**config.mk**
```make
export PLATFORM = sky130hd
export DESIGN_NAME = abdf_front
export DESIGN_NICKNAME = d
export VERILOG_FILES = /design/src/assert_macros.svh /design/src/abdf_pkg.sv /design/src/abdf_front.sv
export SDC_FILE = /design/constraint.sdc
export NUM_CORES = 1
export LEC_CHECK = 0
export BUFFER_PORTS_ARGS = -buffer_cell sky130_fd_sc_hd__buf_2
export CELL_PAD_IN_SITES_DETAIL_PLACEMENT = 0
export CELL_PAD_IN_SITES_GLOBAL_PLACEMENT = 1
export CORE_MARGIN = 5
export CORE_UTILIZATION = 47
export DETAILED_ROUTE_END_ITERATION = 6
export PLACE_DENSITY_LB_ADDON = 0.3
export SETUP_SLACK_MARGIN = 0.3
export SYNTH_ARGS = -nofsm -noshare
export SYNTH_HDL_FRONTEND = slang
export SYNTH_SLANG_ARGS = --single-unit
```
**constraint.sdc**
```tcl
create_clock -name clk_i -period 19 [get_ports clk_i]
set_clock_uncertainty 0.2 [all_clocks]
set_input_delay 4.75 -clock clk_i [delete_from_list [all_inputs] [get_ports clk_i]]
set_output_delay 4.75 -clock clk_i [all_outputs]
set_load 0.005 [all_outputs]
```
**src/assert_macros.svh**
```systemverilog
// assertion macros used by the back end module (abdf_back)
`ifndef ASSERT_MACROS_SVH
`define ASSERT_MACROS_SVH
`ifndef SYNTHESIS
// property must hold at every clock edge outside reset
`define ABDF_ASSERT(lbl, clk, rstn, prop) \
  lbl: assert property (@(posedge clk) disable iff (!rstn) (prop)) \
    else $error("assertion failed");
// condition must never be seen outside reset
`define ABDF_NEVER(lbl, clk, rstn, expr) \
  lbl: assert property (@(posedge clk) disable iff (!rstn) !(expr)) \
    else $error("forbidden condition seen");
`else
`define ABDF_ASSERT(lbl, clk, rstn, prop)
`define ABDF_NEVER(lbl, clk, rstn, expr)
`endif
`endif

```
**src/abdf_pkg.sv**
```systemverilog
// shared types, constants and helper functions of the anchor box decoder
package abdf_pkg;

  localparam int GRID_SIZE_DEF   = 512;
  localparam int LEVEL_COUNT_DEF = 6;

  // configuration register indexes
  typedef enum logic [1:0] {
    CFG_THR  = 2'd0,
    CFG_CVAR = 2'd1,
    CFG_SVAR = 2'd2
  } cfg_idx_e;

  localparam logic [15:0] THR_RST  = 16'd3277;
  localparam logic [15:0] CVAR_RST = 16'd6554;
  localparam logic [15:0] SVAR_RST = 16'd13107;

  // log2(e) in q.24
  localparam logic signed [25:0] LOG2E_Q24 = 26'sd24204406;

  localparam int EXP_STEPS = 16;
  localparam int EXP_LAT   = EXP_STEPS + 1;
  localparam int Q_W       = 17;
  localparam int DIV_LAT   = Q_W;

  localparam logic [46:0] EXP_CAP   = 47'd1 << 46;
  localparam logic [40:0] WIDTH_CAP = 41'd1 << 40;

  typedef struct packed {
    logic [2:0]         level;
    logic [8:0]         row;
    logic [8:0]         col;
    logic signed [15:0] bg;
    logic signed [15:0] fc;
    logic signed [15:0] ox;
    logic signed [15:0] oy;
    logic signed [15:0] ow;
    logic signed [15:0] oh;
  } item_t;

  typedef struct packed {
    logic [15:0] thr;
    logic [15:0] cvar;
    logic [15:0] svar;
  } cfg_t;

  typedef struct packed {
    logic signed [17:0] left;
    logic signed [17:0] top;
    logic signed [17:0] right;
    logic signed [17:0] bottom;
    logic [15:0]        score;
  } res_t;

  // 2^(2^-(k+1)) in q1.30
  function automatic logic [30:0] root_q30(input int k);
    logic [30:0] r;
    case (k)
      0:       r = 31'd1518500250;
      1:       r = 31'd1276901417;
      2:       r = 31'd1170923762;
      3:       r = 31'd1121280436;
      4:       r = 31'd1097253708;
      5:       r = 31'd1085434106;
      6:       r = 31'd1079572136;
      7:       r = 31'd1076653033;
      8:       r = 31'd1075196444;
      9:       r = 31'd1074468888;
      10:      r = 31'd1074105295;
      11:      r = 31'd1073923544;
      12:      r = 31'd1073832680;
      13:      r = 31'd1073787251;
      14:      r = 31'd1073764537;
      15:      r = 31'd1073753181;
      default: r = 31'd1073741824;
    endcase
    return r;
  endfunction

  // clamp to the 18 bit coordinate range
  function automatic logic signed [17:0] sat18(input logic signed [43:0] v);
    logic signed [17:0] r;
    if (v > 44'sd131071) begin
      r = 18'sd131071;
    end else if (v < -44'sd131072) begin
      r = -18'sd131072;
    end else begin
      r = v[17:0];
    end
    return r;
  endfunction

endpackage

```
**src/abdf_front.sv**
```systemverilog
// front end: accepts cells, drops out of range ones, queues the rest
module abdf_front import abdf_pkg::*; #(
  parameter int GRID_SIZE   = GRID_SIZE_DEF,
  parameter int LEVEL_COUNT = LEVEL_COUNT_DEF
) (
  input  logic  clk_i,
  input  logic  rst_ni,
  input  logic  push_i,
  output logic  full_o,
  input  item_t item_i,
  input  logic  pop_i,
  output logic  valid_o,
  output item_t item_o
);

  item_t      ent_q [2];
  logic       wr_ptr_q, rd_ptr_q;
  logic [1:0] cnt_q, cnt_d;
  logic       in_range, wr, rd;

  // range check of the incoming cell
  assign in_range = (int'(item_i.level) < LEVEL_COUNT) &&
                    (int'(item_i.row) < GRID_SIZE) &&
                    (int'(item_i.col) < GRID_SIZE);

  assign full_o  = (cnt_q == 2'd2);
  assign valid_o = (cnt_q != 2'd0);
  assign item_o  = ent_q[rd_ptr_q];
  assign wr      = push_i && !full_o && in_range;
  assign rd      = pop_i && valid_o;

  // occupancy
  always_comb begin
    cnt_d = cnt_q;
    if (wr && !rd) begin
      cnt_d = cnt_q + 2'd1;
    end else if (rd && !wr) begin
      cnt_d = cnt_q - 2'd1;
    end
  end

  // queue pointers
  always_ff @(posedge clk_i or negedge rst_ni) begin
    if (!rst_ni) begin
      wr_ptr_q <= 1'b0;
      rd_ptr_q <= 1'b0;
      cnt_q    <= 2'd0;
    end else begin
      cnt_q <= cnt_d;
      if (wr) begin
        wr_ptr_q <= !wr_ptr_q;
      end
      if (rd) begin
        rd_ptr_q <= !rd_ptr_q;
      end
    end
  end

  // queue storage
  always_ff @(posedge clk_i) begin
    if (wr) begin
      ent_q[wr_ptr_q] <= item_i;
    end
  end

endmodule

```
==> summary.md, run 1 <==
| Metric | Value |
|---|---|
| Die H | 146 um |
| Ratio of cells with drive above 1 in the final layout | 60.4% |
| Pleak | 4.13 nW |
| Final Max Tran Viols | 0 |
| R2R Path Start | cnt_q[1]$_DFFE_PN0P_ |
| Clock buffer depth | 3 |
| Met1 usage | 19.9% |
| Worst-Margin Slew | 1.06 ns |
| CP Cell Sequence | buf_4, mux2_2, buf_2 |
| PostCTS Resize Cnt | 0 |
| Vias per inst | 4.94 |
| # DRC | 0 |
| FF+latch count, synth | 238 |
| Met3 Usage GRT | 6.29% |
| Power, Total | 1.57 mW |
| Die width | 146 um |
| Vias | 4388 |
| Placer congestion estimate | 0.746 |
| Fin nets | 764 |
| Most frequent cells in the layout | buf_2, edfxtp_1, mux2_2 |
| I/O Buffers | 239 |
| Syn Nets | 506 |
| Pwr Density | 144 nW/um^2 |
| Vias in the first global route | 4828 |
| Die area | 21400 um^2 |
| Hold Buf Count CTS | 0 |
| H-tree depth | 1 |
| Mux contribution to synthesized area | 16.0% |
| DP HPWL | 11600 um |
| Sink Count | 238 |
| Starting Density | 48.2% |
| Min Tclk post-route | 7.92 ns |
| Root buffer cell | clkbuf_16 |
| Count of final hold-check violations | 0 |
| Setup crit start | rd_ptr_q$_DFFE_PN0P_ |
| Total core area | 18100 um^2 |
| Slew headroom | 29.2% |
| Kind of critical path | flip-flop to primary output |
| Most common cell after layout, fill and taps aside | buf_2 |
| CP Launch Type | flip-flop |
| First-pass GRT wire length | 26200 um |
| Most Crowded Layer GR | met2 |
| CP peak stage delay | 0.86 ns |
| Clock transition at path regs | 0.06 ns |
| Hold Path Class | flip-flop to flip-flop |
| FF-to-FF path depth | 5 |
| Synth cell types | 15 |
| Status | complete, no violations |
| Initial DRT Pass Iterations | 4 |
| All-layer global routing usage | 15.5% |
| CTS buffer count | 25 |
| Flop2flop setup slack | 15.82 ns |
| Fillers | 1353 |
| WL per Instance | 19.2 um |
| Met2 usage | 24.6% |
| Adder-cell share of the synthesized area | 0.144% |
| Endpoint class of the critical path | primary output |
| Layout area overhead | 25.3% |
| Grt ovf | 0 |
| Syn Area/Cell | 22.7 um^2 |
| Simple logic cell fraction of the synthesized area | 0.445% |
| Worst-Skew Late Latency | 0.51 ns |
| RSZ-0062 raised after global routing | false |
| Synth warnings | 0 |
| Mapped Area | 8710 um^2 |
| Fmax | 0.126 GHz |
| Fin Setup TNS | 0 ns |
| Pin count of the biggest net entering global routing | 72 |
| Crit path arrival time | 2.97 ns |
| Max-cap viol count | 0 |
| Final period utilization | 41.7% |
| Setup-failing EPs final | 0 |
| 1st-iter DRT viols | 194 |
| CP Data Required Time | 14.05 ns |
| Initial antenna violation count | 5 |
| Synthesized instance count | 384 |
| CTS tree | built |
| Slowest CP cell | dfrtp_4 |
| Complex-gate fraction of the synthesized area | 0% |
| Largest family of logic cells by synthesized area | multiplexers |
| CP Max Fanout | 71 |
| FP Rows | 49 |
| Sequential share of the synthesized area | 81.8% |
| Post-CTS setup buffer count | 0 |
| VDD IR max | 75.5 uV |
| CP Capture Point | item_o[43] |
| Final ANT Viol Nets | 0 |
| Ports | 240 |
| Routed wire length | 17000 um |
| XOR/XNOR Fraction of Synth Area | 0.503% |
| R2r endpoint | ent_q[1][57]$_DFFE_PP_ |
registers in the layout (all words and copies together) (netlist names):
signal	count
ent_q	234
rd_ptr_q	1
cnt_q	2
wr_ptr_q	1
synthesized netlist by cell type:
cell type,instances,share of area [%]
edfxtp_1,234,81
nand2_1,2,0.086
xor2_1,2,0.20
nand3b_1,1,0.086
nor2b_1,1,0.072
or2_2,1,0.072
mux2_2,97,13
ha_1,1,0.14
buf_6,4,0.52
xnor2_1,3,0.30
nor2_1,3,0.13
inv_1,2,0.086
dfrtp_1,4,1.1
buf_2,9,0.52
mux2_4,20,3.4
metrics by stage:
| stage | worst slack [ns] | hold WS [ns] | std cells | instance area [um^2] | util, % |
|---|---|---|---|---|---|
| after floorplan | 8.38 | 0.247 | 384 | 8710 | - |
| after global placement | 11.56 | 0.269 | 844 | 10200 | 56.2 |
| after detailed placement | 11.50 | 0.276 | 844 | 10200 | 56.2 |
| after CTS | 11.05 | 0.290 | 886 | 10900 | 60.4 |
| after global routing | 10.95 | 0.322 | 888 | 10900 | 60.4 |
| final | 11.08 | 0.285 | 888 | 10900 | 60.4 |
report_power, final:
part / internal (mW) / switching, mW
Combinational: 0.209 / 0.188
Clock: 0.266 / 0.180
Sequential: 0.689 / 0.0412
worst max-delay path: cells and delay by family (launching register included):
family	cells	cell delay, ns
buffers and inverters	2	0.98
DFF	1	0.86
muxes	1	0.46
final cells by class:
type | count | area (um^2) | share of cell area, %
sequential | 238 | 7130 | 65.3
multi-input combinational | 131 | 1500 | 13.8
timing repair buffer | 244 | 1230 | 11.3
clock buffer | 29 | 641 | 5.87
tap | 229 | 287 | 2.62
clock inverter | 13 | 114 | 1.04
inverter | 2 | 7.51 | 0.0687
antenna | 2 | 5.00 | 0.0458
per-layer routing:
metal | vias to the layer above | part of all wire, %
met5 | - | 0.22
met4 | 6 | 1.6
met3 | 29 | 10
met2 | 182 | 48
met1 | 2128 | 40
li1 | 2043 | -
cell families (layout without fill, tap and decap cells):
group,after synthesis,count (layout)
adders and majority gates,1,1
muxes,117,117
other,0,2
DFF,238,238
buffers and inverters,15,288
xor gates and xnor gates,5,5
and+or+nand+nor,8,8
worst min path at each step:
stage / start / to / slack [ns] / depth (start not counted)
6_report: cnt_q[1]$_DFFE_PN0P_ / cnt_q[1]$_DFFE_PN0P_ / 0.29 / 1
3_3_place_gp: cnt_q[1]$_DFFE_PN0P_ / cnt_q[1]$_DFFE_PN0P_ / 0.27 / 1
2_1_floorplan: cnt_q[1]$_DFFE_PN0P_ / cnt_q[1]$_DFFE_PN0P_ / 0.25 / 1
3_5_place_dp: cnt_q[1]$_DFFE_PN0P_ / cnt_q[1]$_DFFE_PN0P_ / 0.28 / 1
5_1_grt: cnt_q[1]$_DFFE_PN0P_ / cnt_q[1]$_DFFE_PN0P_ / 0.32 / 1
4_1_cts: cnt_q[1]$_DFFE_PN0P_ / cnt_q[1]$_DFFE_PN0P_ / 0.29 / 1
(Power assumes the default switching activity.)
==> inputs of run 2 (changes only) <==
--- a/config.mk
+++ b/config.mk
@@ -9,7 +9,7 @@
 export CELL_PAD_IN_SITES_DETAIL_PLACEMENT = 0
 export CELL_PAD_IN_SITES_GLOBAL_PLACEMENT = 1
 export CORE_MARGIN = 5
-export CORE_UTILIZATION = 47
+export CORE_UTILIZATION = 44
 export DETAILED_ROUTE_END_ITERATION = 6
 export PLACE_DENSITY_LB_ADDON = 0.3
 export SETUP_SLACK_MARGIN = 0.3
==> constraint.sdc (replaced) <==
create_clock -name clk_i -period 7.55 [get_ports clk_i]
set_clock_uncertainty 0.2 [all_clocks]
set_input_delay 1.8875 -clock clk_i [delete_from_list [all_inputs] [get_ports clk_i]]
set_output_delay 1.8875 -clock clk_i [all_outputs]
set_load 0.005 [all_outputs]
==> run 2 against run 1 <==
Against the previous run:
- combinational power grew 140%
- via count shrank 0.43%
- sequential share of layout area shrank 0.42 points
- global-route usage shrank 1.2 points
- clock power grew to 2.6 times the previous value
- power grew to 2.5 times the previous value
- register-to-register slack lost 11 ns
- first-iteration DRC count shrank 12%
- flip-flop and latch count is the same
- largest cell class unchanged
- critical endpoint is now item_o[5]
- wire length shrank 1.0%
- setup slack lost 8.5 ns
- die area grew 6.3%
==> summary.md, run 2 (same netlist as run 1, synthesis figures left out) <==
| Metric | Value |
|---|---|
| CP Max Fanout | 72 (+1.4%) |
| PostCTS Resize Cnt | 0 (unchanged) |
| Layout area overhead | 26.2% |
| Post-CTS setup buffer count | 0 (unchanged) |
| Kind of critical path | flip-flop to primary output |
| Die area | 22700 um^2 (+6.3%) |
| Vias per inst | 4.72 (-4.4%) |
| Clock buffer depth | 3 (unchanged) |
| Min Tclk post-route | 4.99 ns |
| All-layer global routing usage | 14.3% (-1.2 points) |
| CTS buffer count | 24 (-4.0%) |
| Pleak | 4.15 nW (+0.47%) |
| Die width | 151 um (+3.1%) |
| Flop2flop setup slack | 5.19 ns (-10.63 ns) |
| Initial antenna violation count | 2 (-3) |
| DP HPWL | 11200 um (-3.3%) |
| Fin nets | 763 (-0.13%) |
| VDD IR max | 223 uV (+200%) |
| Final ANT Viol Nets | 0 (unchanged) |
| Setup-failing EPs final | 0 (unchanged) |
| FP Rows | 51 (+4.1%) |
| 1st-iter DRT viols | 171 (-12%) |
| Vias | 4369 (-0.43%) |
| Sink Count | 238 (unchanged) |
| Regs by FF count | ent_q (234), cnt_q (2) |
| Ports | 240 (unchanged) |
| Vias in the first global route | 4719 (-2.3%) |
| Max reg flops | 234 (unchanged) |
| Endpoint class of the critical path | primary output |
| Final Max Tran Viols | 0 (unchanged) |
| Die H | 151 um (+3.1%) |
| Initial DRT Pass Iterations | 4 (unchanged) |
| Crit path arrival time | 2.91 ns (-0.06 ns) |
| First-pass GRT wire length | 25300 um (-3.2%) |
| Routed wire length | 16900 um (-1.0%) |
| R2R Path Start | cnt_q[1]$_DFFE_PN0P_ |
| Ratio of cells with drive above 1 in the final layout | 60.4% (about the same) |
| Fillers | 1518 (+12%) |
| Count of final hold-check violations | 0 (unchanged) |
| Starting Density | 44.8% (-3.4 points) |
| Max-cap viol count | 0 (unchanged) |
| CP Launch Type | flip-flop |
| H-tree depth | 1 (unchanged) |
| CP Data Required Time | 5.46 ns (-8.59 ns) |
| Worst hold start | cnt_q[1]$_DFFE_PN0P_ |
| Status | complete, no violations |
| DP Area | 10200 um^2 (+0.44%) |
| Pwr Density | 363 nW/um^2 (+150%) |
| Grt ovf | 0 (unchanged) |
| Pin count of the biggest net entering global routing | 73 (+1.4%) |
| Most frequent cells in the layout | buf_2, edfxtp_1, mux2_2 |
| CTS tree | built |
| Placer congestion estimate | 0.740 (-0.82%) |
| Worst Hold End | cnt_q[1]$_DFFE_PN0P_ |
| Clock transition at path regs | 0.06 ns (about the same) |
| R2r endpoint | ent_q[1][4]$_DFFE_PP_ |
| Worst-Margin Slew | 1.06 ns (-0.00402 ns) |
| Fmax | 0.200 GHz |
| Fin Setup TNS | 0 ns (unchanged) |
| Worst-Skew Late Latency | 0.49 ns (-0.02 ns) |
| FF-to-FF path depth | 4 (-1) |
| # DRC | 0 (unchanged) |
| Slew headroom | 29.5% (+0.27 points) |
| WL per Instance | 18.2 um (-5.0%) |
| I/O Buffers | 239 (unchanged) |
| Biggest register | ent_q |
| Root buffer cell | clkbuf_16 |
| Final period utilization | 66.1% |
| Finished Cell Area | 11000 um^2 (+0.64%) |
| Most common cell after layout, fill and taps aside | buf_2 |
| Total core area | 19500 um^2 (+7.6%) |
| Hold Buf Count CTS | 0 (unchanged) |
| RSZ-0062 raised after global routing | false |
| Hold Path Class | flip-flop to flip-flop |
| Hold Path Depth | 1 (unchanged) |
run 2: changes by cell type in the layout (fill, tap and decap cells not counted), sizes merged:
cell	delta
bufinv	+1
clkbuf	-1
clkinv	+4
clkinvlp	-1
diode	-1
inv	-1
run 2: area by class of cell:
| cell class | count | area, um^2 | share of cell area (%) |
|---|---|---|---|
| antenna | 1 | 2.50 | 0.0228 |
| sequential | 238 | 7130 | 64.9 |
| tap | 265 | 332 | 3.02 |
| clock buffer | 28 | 637 | 5.79 |
| multi-input combinational | 131 | 1500 | 13.7 |
| inverter | 2 | 7.51 | 0.0683 |
| clock inverter | 16 | 145 | 1.32 |
| timing repair buffer | 244 | 1230 | 11.2 |
run 2: metal layers:
layer	share of wire (%)	vias to the layer above	GRT usage, %
li1	-	2042	-
met2	48	180	23.3
met3	11	31	5.30
met4	1.7	4	3.40
met1	39	2112	18.4
met5	0.083	-	0
run 2: worst max-delay path by stage:
stage / start / cells past startpoint / slack, ns / end
2_1_floorplan: item_i[116] / 3 / -0.21 / ent_q[0][0]$_DFFE_PP_
3_3_place_gp: rd_ptr_q$_DFFE_PN0P_ / 3 / 3.08 / item_o[5]
3_5_place_dp: rd_ptr_q$_DFFE_PN0P_ / 3 / 3.03 / item_o[5]
4_1_cts: rd_ptr_q$_DFFE_PN0P_ / 3 / 2.50 / item_o[5]
5_1_grt: rd_ptr_q$_DFFE_PN0P_ / 3 / 2.44 / item_o[5]
6_report: rd_ptr_q$_DFFE_PN0P_ / 3 / 2.56 / item_o[5]
run 2: through the flow:
stage                     hold slack, ns  setup slack, ns  utilization (%)  instances  power [mW]
after floorplan                    0.247           -0.211                -        384        2.50
after global placement             0.271             3.08             52.4        880        2.86
after detailed placement           0.291             3.03             52.4        880        2.89
after CTS                          0.302             2.50             56.5        924        4.06
after global routing               0.322             2.44             56.5        924        4.20
final                              0.298             2.56             56.5        925        3.98
run 2: report_power, final:
group	leakage (nW)	internal, mW	total [mW]	switching (mW)
Clock	0.386	0.702	1.15	0.453
Combinational	1.57	0.524	0.961	0.437
Sequential	2.20	1.73	1.87	0.136
Total	4.15	2.96	3.98	1.03
run 2: critical path, stage by stage, from the launching register on:
cell,delay (ns)
dfrtp_4,1.10
buf_4,0.69
mux2_2,0.43
buf_2,0.13
==> inputs of run 3 (changes only) <==
==> constraint.sdc (replaced) <==
create_clock -name clk_i -period 5 [get_ports clk_i]
set_clock_uncertainty 0.2 [all_clocks]
set_input_delay 1.25 -clock clk_i [delete_from_list [all_inputs] [get_ports clk_i]]
set_output_delay 1.25 -clock clk_i [all_outputs]
set_load 0.005 [all_outputs]
==> run 3 against run 2 <==
Against the previous run:
- flip-flop and latch count unchanged
- first-iteration DRC count up 22%
- largest power group unchanged
- critical path depth unchanged
- core utilization down 0.16 points
- wire length down 0.16%
- critical endpoint is now item_o[66]
- global-route usage down 0.082 points
- highest routed layer unchanged
- worst hold slack worse by 0.010 ns
- critical path type unchanged
==> summary.md, run 3 (same netlist as run 1, synthesis figures left out) <==
| Metric | Value |
|---|---|
| Slew headroom | 38.2% (+8.7 points) |
| Final period utilization | 70.9% |
| Fmax | 0.282 GHz |
| Fin nets | 765 (+0.26%) |
| R2R Path Start | cnt_q[1]$_DFFE_PN0P_ |
| Pleak | 4.13 nW (-0.54%) |
| DP Worst Slack | 1.79 ns (-1.24 ns) |
| Die H | 151 um (unchanged) |
| Setup-failing EPs final | 0 (unchanged) |
| Power, Total | 5.93 mW (+49%) |
| PostCTS Resize Cnt | 0 (unchanged) |
| Max-cap viol count | 0 (unchanged) |
| Hold Path Class | flip-flop to flip-flop |
| FF-to-FF path depth | 4 (unchanged) |
| I/O Buffers | 239 (unchanged) |
| Count of final hold-check violations | 0 (unchanged) |
| Ports | 240 (unchanged) |
| Most common cell after layout, fill and taps aside | buf_2 |
| Crit path arrival time | 2.10 ns (-0.81 ns) |
| Setup WS post-layout | 1.45 ns (-1.10 ns) |
| Total core area | 19500 um^2 (unchanged) |
| Hold Buf Count CTS | 0 (unchanged) |
| Placed Instances | 881 (+0.11%) |
| Endpoint class of the critical path | primary output |
| Die area | 22700 um^2 (unchanged) |
| Post-CTS setup buffer count | 0 (unchanged) |
| CP Data Required Time | 3.55 ns (-1.91 ns) |
| Regs by FF count | ent_q (234), cnt_q (2) |
| CP Launch Type | flip-flop |
| Vias in the first global route | 4883 (+3.5%) |
| Worst-Skew Late Latency | 0.50 ns (about the same) |
| Vias per inst | 4.74 (+0.43%) |
| First-pass GRT wire length | 25400 um (+0.38%) |
| Grt ovf | 0 (unchanged) |
| Final ANT Viol Nets | 0 (unchanged) |
| DP HPWL | 11300 um (+0.51%) |
| Ratio of cells with drive above 1 in the final layout | 60.7% (+0.30 points) |
| Min Tclk post-route | 3.55 ns |
| Min Hold Slack | 0.288 ns (-0.0102 ns) |
| Most frequent cells in the layout | buf_2, edfxtp_1, mux2_2 |
| RSZ-0062 raised after global routing | false |
| Pwr Density | 541 nW/um^2 (+49%) |
| WL per Instance | 18.2 um (-0.16%) |
| CP Capture Point | item_o[66] |
| FP Rows | 51 (unchanged) |
| Pin count of the biggest net entering global routing | 69 (-5.5%) |
| # DRC | 0 (unchanged) |
| CP Max Fanout | 55 (-24%) |
| Layout area overhead | 25.8% |
| Worst-Margin Slew | 0.927 ns (-0.131 ns) |
| VDD IR max | 319 uV (+43%) |
| Die width | 151 um (unchanged) |
| 1st-iter DRT viols | 209 (+22%) |
| CTS buffer count | 25 (+4.2%) |
| Flop2flop setup slack | 2.60 ns (-2.59 ns) |
| Clock transition at path regs | 0.06 ns (about the same) |
| Max reg flops | 234 (unchanged) |
| Biggest register | ent_q |
| Sink Count | 238 (unchanged) |
| Placer congestion estimate | 0.716 (-3.3%) |
| Clock buffer depth | 3 (unchanged) |
| CTS tree | built |
| Initial DRT Pass Iterations | 4 (unchanged) |
| Routed wire length | 16800 um (-0.16%) |
| Vias | 4388 (+0.43%) |
| R2r endpoint | ent_q[0][50]$_DFFE_PP_ |
| All-layer global routing usage | 14.2% (-0.082 points) |
| Final Max Tran Viols | 0 (unchanged) |
| Status | complete, no violations |
| H-tree depth | 1 (unchanged) |
| Finished Layout Cells | 925 (unchanged) |
| Kind of critical path | flip-flop to primary output |
| Setup crit start | rd_ptr_q$_DFFE_PN0P_ |
| Root buffer cell | clkbuf_16 |
| Initial antenna violation count | 2 (unchanged) |
| Starting Density | 44.8% (unchanged) |
## run 3: changes by cell type in the layout (fill, tap and decap cells not counted), sizes merged
cell      delta
clkinv       -7
clkinvlp     +2
buf          +1
inv          +1
bufinv       -3
clkbuf       +6
## run 3: cell type report
cell class	instances	area, um^2
Sequential cell	238	7130
Multi-Input combinational cell	131	1500
Clock inverter	9	51.3
Timing Repair Buffer	245	1250
Antenna cell	1	2.50
Fill cell	1522	8500
Tap cell	265	332
Inverter	2	7.51
Clock buffer	34	679
## run 3: metrics by stage
| step | setup TNS, ns | cell area (um^2) | utilization [%] |
|---|---|---|---|
| after floorplan | -40.99 | 8720 | - |
| after global placement | 0 | 10200 | 52.5 |
| after detailed placement | 0 | 10200 | 52.5 |
| after CTS | 0 | 11000 | 56.3 |
| after global routing | 0 | 11000 | 56.3 |
| final | 0 | 11000 | 56.3 |
## run 3: worst min-delay path by stage
stage	from	end	slack [ns]	cells past startpoint
floorplan	cnt_q[1]$_DFFE_PN0P_	cnt_q[1]$_DFFE_PN0P_	0.25	1
global route	rst_ni	wr_ptr_q$_DFFE_PN0P_	0.33	1
detailed placement	cnt_q[1]$_DFFE_PN0P_	cnt_q[1]$_DFFE_PN0P_	0.29	1
finish	cnt_q[1]$_DFFE_PN0P_	cnt_q[1]$_DFFE_PN0P_	0.29	1
global placement	cnt_q[1]$_DFFE_PN0P_	cnt_q[1]$_DFFE_PN0P_	0.27	1
CTS	cnt_q[1]$_DFFE_PN0P_	cnt_q[1]$_DFFE_PN0P_	0.30	1
## run 3: report_power, final
part	total (mW)	internal [mW]	switching [mW]
registers	2.70	2.62	0.0804
clock network	1.64	0.947	0.695
logic	1.59	0.801	0.792
total	5.93	4.37	1.57
## run 3: metal layers
metal,wire length (um),GRT usage [%]
met4,317,4.03
met2,8200,23.9
met3,1640,5.33
met1,6680,17.3
met5,11,0
## run 3: critical path, stage by stage, from the launching register on
cell and delay (ns):
dfrtp_4 0.42, buf_4 0.58, mux2_2 0.42, buf_2 0.13
